File: config.mk
export PLATFORM = sky130hd
export DESIGN_NAME = tqwm_front
export DESIGN_NICKNAME = d
export VERILOG_FILES = /design/src/rtl/core/tqwm_pkg.sv /design/src/rtl/core/tqwm_front.sv
export SDC_FILE = /design/constraint.sdc
export NUM_CORES = 1
export LEC_CHECK = 0
export BUFFER_PORTS_ARGS = -buffer_cell sky130_fd_sc_hd__buf_2
export CORE_MARGIN = 2
export CORE_UTILIZATION = 25
export DETAILED_ROUTE_END_ITERATION = 10
export PLACE_DENSITY_LB_ADDON = 0.1
export RECOVER_POWER = 25
export SLEW_MARGIN = 20
export SYNTH_ARGS = -nofsm -noshare
export SYNTH_HDL_FRONTEND = slang
export SYNTH_SLANG_ARGS = --single-unit
File: constraint.sdc
create_clock -name clk -period 5.55 [get_ports clk]
set_input_delay 0.2775 -clock clk [delete_from_list [all_inputs] [get_ports clk]]
set_output_delay 0.2775 -clock clk [all_outputs]
set_load 0.02 [all_outputs]
File: src/rtl/core/tqwm_pkg.sv
`default_nettype none
// ----------------------------------------------------------------------------
// tqwm_pkg: shared types and codes for the two-queue weighted merge
// Holds the command and result payloads, the opcode and status codes, and
// the internal command word that passes from the front end to the back end.
// ----------------------------------------------------------------------------
package tqwm_pkg;

    localparam int FIELD_ID_W = 16;
    localparam int WEIGHT_W   = 4;
    localparam int POS_W      = 5;

    localparam logic OP_PUSH = 1'b0;
    localparam logic OP_POP  = 1'b1;

    localparam logic [1:0] ST_PUSHED  = 2'd0;
    localparam logic [1:0] ST_DROPPED = 2'd1;
    localparam logic [1:0] ST_POPPED  = 2'd2;
    localparam logic [1:0] ST_EMPTY   = 2'd3;

    localparam logic REG_WEIGHT_A = 1'b0;
    localparam logic REG_WEIGHT_B = 1'b1;

    typedef struct packed {
        logic                  opcode;
        logic [FIELD_ID_W-1:0] customer_id;
    } cmd_t;

    typedef struct packed {
        logic [1:0]            status;
        logic [FIELD_ID_W-1:0] served_id;
        logic                  served_queue;
    } result_t;

    // Classified command as it sits in the queue between front and back.
    typedef struct packed {
        logic                  is_pop;
        logic                  to_b;
        logic [FIELD_ID_W-1:0] id;
    } op_t;

endpackage
`default_nettype wire

File: src/rtl/core/tqwm_front.sv
`default_nettype none
// ----------------------------------------------------------------------------
// tqwm_front: command intake
// Accepts commands, masks the identifier, picks the target queue and holds
// the classified command in a two-entry queue until the back end takes it.
// ----------------------------------------------------------------------------
module tqwm_front #(
    parameter int ID_WIDTH = 16
) (
    input  wire                 clk,
    input  wire                 rst_n,
    input  wire                 start,
    input  tqwm_pkg::cmd_t      cmd,
    output logic                busy,
    output logic                op_valid,
    output tqwm_pkg::op_t       op,
    input  wire                 op_take
);
    import tqwm_pkg::*;

    localparam logic [FIELD_ID_W-1:0] ID_MASK = (ID_WIDTH >= FIELD_ID_W) ? '1 :
        FIELD_ID_W'((64'd1 << ID_WIDTH) - 64'd1);

    op_t        entry_reg [2];
    logic       wr_ptr_reg, wr_ptr_next;
    logic       rd_ptr_reg, rd_ptr_next;
    logic [1:0] count_reg, count_next;
    logic       push_en;
    logic       pop_en;
    op_t        new_op;

    assign busy     = (count_reg == 2'd2);
    assign op_valid = (count_reg != 2'd0);
    assign op       = entry_reg[rd_ptr_reg];
    assign push_en  = start && !busy;
    assign pop_en   = op_valid && op_take;

    always_comb
    begin
        new_op.is_pop = (cmd.opcode == OP_POP);
        new_op.id     = cmd.customer_id & ID_MASK;
        // Odd identifiers belong to queue A, even ones to queue B.
        new_op.to_b   = !new_op.id[0];
    end

    always_comb
    begin
        wr_ptr_next = push_en ? !wr_ptr_reg : wr_ptr_reg;
        rd_ptr_next = pop_en ? !rd_ptr_reg : rd_ptr_reg;
        count_next  = count_reg + {1'b0, push_en} - {1'b0, pop_en};
    end

    always_ff @(posedge clk)
    begin
        if (push_en)
        begin
            entry_reg[wr_ptr_reg] <= new_op;
        end
    end

    always_ff @(posedge clk or negedge rst_n)
    begin
        if (!rst_n)
        begin
            wr_ptr_reg <= 1'b0;
            rd_ptr_reg <= 1'b0;
            count_reg  <= 2'd0;
        end
        else
        begin
            wr_ptr_reg <= wr_ptr_next;
            rd_ptr_reg <= rd_ptr_next;
            count_reg  <= count_next;
        end
    end

endmodule
`default_nettype wire

==> flow_metrics.tcl, run 1 <==
set metrics [dict create \
    fp-row-count 28 \
    synth_compound_area_share_pct 0 \
    max-vdd-ir-drop_v 0.000219 \
    drv_slew 0 \
    grt_usage_pct 8.41 \
    yosysMostFrequentCell "edfxtp_1" \
    async_flop_share_pct 10.0 \
    root_buffer "clkbuf_8" \
    htree_levels 2 \
    timing.rr.start "count_reg[1]" \
    fin_util_pct 32.3 \
    nets 144 \
    syn_inst 75 \
    grt_pass1_vias 799 \
    start_util_pct 26.0 \
    synth_edf_count 36 \
    antenna_found_initial 0 \
    grt_overflow 0 \
    synth_mux_area_share_pct 15.3 \
    dp_cells 188 \
    setup_tns_ns 0 \
    yosysWarnings 0 \
    power.total_w 0.00102 \
    core_mm2 0.00596 \
    dieWidth_um 82.7 \
    synth_flop_cell "edfxtp_1" \
    r2r_setup_slack_ns 3.87 \
    post_cts.repair.setup_buffers 0 \
    cts_tree "built" \
    hold_path_class "input pin to flop" \
    clock_latency_ns 0.28 \
    status "complete, no violations" \
    fin_skew_ns 0.00383 \
    synth_top_area_share_pct 69.8 \
    gp_congestion 0.612 \
    worst-endpoint-required_ns 5.27 \
    grt_pass1_wl_um 3970 \
    startpoint "rd_ptr_reg" \
    yosys.area_share.adder_pct 1.62 \
    vias 775 \
    yosysTopAreaCell "edfxtp_1" \
    hold_viol_final 0 \
    largest_reg_flops 36 \
    syn_avg_cell_area_um2 20.7 \
    num_antenna_cells 0 \
    finalNonFillerCells 197 \
    startpoint_type "flop" \
    synth.distinct_cells 15 \
    routed_via_density 3.93 \
    synth_top_family_by_area "multiplexers" \
    grt_start_max_net_pins 20 \
    ant_nets 0 \
    power_density_mw_per_mm2 531 \
    synth-xor-area-share_pct 2.26 \
    post-route-period-util_pct 39.4 \
    clk_path_buf_depth 2 \
    path_max_fanout 19 \
    netlist_area_mm2 0.00155 \
    ys_top_cells_by_area "edfxtp_1, mux2_4, mux2_2" \
    end_kind "output port" \
    cts_made_buffers 5 \
    layout-drive-gt1-share_pct 52.5 \
    yosys.area_share.simple_pct 2.42 \
    slew_headroom_pct 31.1 \
    setup_viol 0 \
    avgRoutedWirePerCell_um 13.4 \
    seq_area_frac_synth_pct 76.3 \
    nFillCells 622 \
    ys_seq_elements 40 \
    drt_iter0_markers 45 \
    drc 0 \
    io_pins 41 \
    clkTransAtPathRegs_ns 0.07 \
    die-area_mm2 0.00684 \
    leakage_nw 0.755 \
    tightest_slew_ns 1.03 \
    firstDrtPassIters 2 \
    whs_ns 0.179 \
    worstPathArrival_ns 1.91 \
    maxCapViolations 0 \
    rsz0062_at_grt "no" \
    finalCriticalPeriod_ns 2.19 \
    io_buffers 40 \
    dp_hpwl_um 1680 \
    area_growth_syn_to_layout_pct 24.2 \
    crit_end "op[0]" \
    r2r_cells 7 \
    clock_sinks 40 \
    reg2reg_to "count_reg[1]" \
    die_h_um 82.7 \
    wirelength_um 2640 \
    synth_top_cells_by_count "edfxtp_1, mux2_2, mux2_4, dfrtp_1" \
    synth_nets 98 \
    crit_type "flop to output port" \
    fmax_mhz 457 \
]
## worst min-delay path by stage
stage | startpoint | endpoint | slack, ns | depth (start not counted)
after floorplan | rst_n | count_reg[0] | -0.02 | 0
after CTS | cmd[7] | entry_reg[0][7] | 0.17 | 1
after global placement | rst_n | count_reg[0] | 0.09 | 1
final | cmd[7] | entry_reg[1][7] | 0.18 | 1
after global routing | cmd[9] | entry_reg[1][9] | 0.17 | 1
after detailed placement | rst_n | count_reg[1] | 0.09 | 1
## where the power goes
part | switching (W) | total (W) | internal (W)
clock | 0.0000905 | 0.000192 | 0.000101
combinational | 0.000189 | 0.000356 | 0.000168
sequential | 0.0000580 | 0.000474 | 0.000416
total | 0.000337 | 0.00102 | 0.000685
## layout make-up
type	count	area [um2]	share of cell area, %
clock buffer	8	90.1	4.68
inverter	3	11.3	0.585
multi-input combinational	30	342	17.8
sequential	40	1180	61.4
tap	75	93.8	4.88
timing repair buffer	41	206	10.7
## repair_timing
| item | in CTS | in global routing |
|---|---|---|
| endpoints found under the hold margin | 4 | 0 |
| hold buffers | 1 | 0 |
| gates resized for setup | 0 | 0 |
## critical path: stages, from the launching register on
cell and delay (ns):
dfrtp_1 1.02, mux2_2 0.43, buf_2 0.16
## cells in the final DEF, fill, tap and decap left out
master	netlist	final
nand2_1	1	1
mux2_4	9	9
clkbuf_1	0	5
dfrtp_1	4	4
dlygate4sd3_1	0	1
mux2_2	9	9
nand2b_1	1	1
xor2_1	1	1
buf_2	0	37
and2_4	1	1
inv_1	3	3
and3_1	1	1
edfxtp_1	36	36
ha_1	2	2
or2_4	1	1
nor2_4	0	1
clkbuf_8	0	6
xnor2_1	3	3
## layer usage
layer / wire, um / vias to the layer above / share of wire, % / track usage (%)
met2: 1270 / 32 / 48 / 13.1
met4: 28 / 0 / 1.1 / 3.44
li1: - / 372 / - / -
met1: 1100 / 366 / 42 / 10.2
met5: 0 / - / 0 / 0
met3: 241 / 5 / 9.1 / 3.70
## through the flow
| step | setup WS, ns | cell area [um2] |
|---|---|---|
| floorplan | 3.79 | 1550 |
| global placement | 3.64 | 1820 |
| detailed placement | 3.60 | 1820 |
| CTS | 3.28 | 1920 |
| global route | 3.25 | 1920 |
| finish | 3.36 | 1920 |
## kinds of logic after synthesis
| group | count (synthesis) |
|---|---|
| flops | 40 |
| mux | 18 |
| fa+ha+maj | 2 |
| xor+xnor | 4 |
| buf+inv | 5 |
| simple gates | 6 |
Note: power is estimated with default switching activity, not from simulation.
==> run 2: changes to the inputs <==
==> constraint.sdc (replaced) <==
create_clock -name clk -period 2.2 [get_ports clk]
set_input_delay 0.11 -clock clk [delete_from_list [all_inputs] [get_ports clk]]
set_output_delay 0.11 -clock clk [all_outputs]
set_load 0.02 [all_outputs]
==> flow_metrics.tcl, run 2 (synthesis results as in run 1) <==
set metrics [dict create \
    top_layer_used "met4" \
    setup_tns_ns 0 \
    avgRoutedWirePerCell_um 12.6 \
    status "complete, no violations" \
    multi_input_area_um2 337 \
    fin_ws_ns 0.471 \
    core_mm2 0.00596 \
    io_buffers 40 \
    wl_met1_um 1110 \
    crit_type "flop to output port" \
    gp_congestion 0.592 \
    combPwrFrac_pct 37.8 \
    wirelength_um 2550 \
    drv_slew 0 \
    io_pins 41 \
    startpoint_type "flop" \
    fin_skew_ns 0.00486 \
    die-area_mm2 0.00684 \
    switching_share_pct 32.7 \
    cts_resized 0 \
    nFillCells 623 \
    finalNonFillerCells 203 \
    tightest_slew_ns 0.361 \
    start_util_pct 26.0 \
    clk_path_buf_depth 2 \
    nets 150 \
    cts_tree "built" \
    wl_met2_um 1200 \
    seqCellArea_mm2 0.00118 \
    end_kind "output port" \
    mostFrequentLayoutCell "edfxtp_1" \
    largest_reg_flops 36 \
    dp_cells 192 \
    setup_viol 0 \
    path_max_fanout 8 \
    vias 804 \
    leakage_nw 0.777 \
    hold_path_class "input pin to flop" \
    power_density_mw_per_mm2 1320 \
    clkPwrFrac_pct 18.8 \
    htree_levels 2 \
    whs_ns 0.0145 \
    fp-row-count 28 \
    worst-endpoint-required_ns 2.09 \
    fmax_mhz 578 \
    die_h_um 82.7 \
    area_growth_syn_to_layout_pct 27.0 \
    rsz0062_at_grt "no" \
    layout-drive-gt1-share_pct 51.6 \
    maxCapViolations 0 \
    drc 0 \
    clock_latency_ns 0.28 \
    grt_overflow 0 \
    clock_sinks 40 \
    power_frac_seq_pct 43.4 \
    grt_usage_pct 8.19 \
    routed_via_density 3.96 \
    wl_met3_um 213 \
    cts_made_buffers 5 \
    clkTransAtPathRegs_ns 0.07 \
    dieWidth_um 82.7 \
    slew_headroom_pct 75.9 \
    hold_viol_final 0 \
    ant_nets 0 \
    finalCriticalPeriod_ns 1.73 \
    root_buffer "clkbuf_8" \
    max-vdd-ir-drop_v 0.000502 \
    dp_slack_ns 0.506 \
    antenna_found_initial 0 \
    fin_util_pct 33.0 \
    post-route-period-util_pct 78.6 \
    dp_hpwl_um 1760 \
    worstPathArrival_ns 1.62 \
    firstDrtPassIters 2 \
    grt_pass1_vias 802 \
    drt_iter0_markers 20 \
    grt_start_max_net_pins 19 \
    grt_pass1_wl_um 3910 \
    switchingPower_w 0.000851 \
    final_cell_mix "edfxtp_1, buf_2, mux2_4, mux2_2, clkbuf_1" \
    p_int_w 0.00175 \
    num_antenna_cells 0 \
]
[run 2: cell count changes in the layout (fill, tap and decap cells not counted), sizes merged]
| cell | delta |
|---|---|
| buf | +2 |
| clkbuf | +2 |
| dlygate4sd3 | +2 |
[run 2: final cells by class]
| type | count | share of cell area (%) |
|---|---|---|
| flip-flops and latches | 40 | 60.1 |
| multi-input cells | 30 | 17.1 |
| repair buffers | 47 | 12.9 |
| well taps | 75 | 4.77 |
| clock buffers | 8 | 4.58 |
| inverters | 3 | 0.573 |
[run 2: per-stage QoR]
step                      instance area, um2  power, W
after floorplan                         1550   0.00186
after global placement                  1850   0.00215
after detailed placement                1850   0.00216
after CTS                               1950   0.00266
after global routing                    1970   0.00277
final                                   1970   0.00261
[run 2: timing repair]
action                                 in CTS  in global routing
setup endpoints to repair                   0                  0
buffers inserted                            0                  0
hold buffers                                1                  2
endpoints found under the hold margin       4                  4
[run 2: critical path, stage by stage (launching register included)]
cell     delay, ns
dfrtp_1       0.56
buf_4         0.25
mux2_2        0.37
buf_2         0.16
[run 2: final timing paths]
path | from | end | slack, ns | cells past startpoint
worst max-delay path | rd_ptr_reg | op[4] | 0.47 | 3
worst min-delay path | cmd[1] | entry_reg[1][1] | 0.01 | 1
worst max register to register | count_reg[1] | count_reg[1] | 0.50 | 7
worst min register to register | wr_ptr_reg | wr_ptr_reg | 0.52 | 1
max in group asynchronous | rst_n | count_reg[0] | 1.91 | 2
min in group asynchronous | rst_n | count_reg[1] | 0.16 | 2
[run 2: power by group through the flow]
stage                     Sequential [W]  Clock (W)  Combinational, W
after floorplan                  0.00111          0          0.000753
after CTS                        0.00113   0.000509           0.00102
final                            0.00113   0.000490          0.000986
after global routing             0.00115   0.000544           0.00108
after global placement           0.00114          0           0.00100
after detailed placement         0.00115          0           0.00101
[run 2: routing by layer]
| layer | global-route usage, % | up-vias |
|---|---|---|
| met5 | 0 | - |
| met4 | 3.44 | 0 |
| met3 | 3.26 | 4 |
| met2 | 13.0 | 32 |
| met1 | 9.89 | 385 |
| li1 | - | 383 |
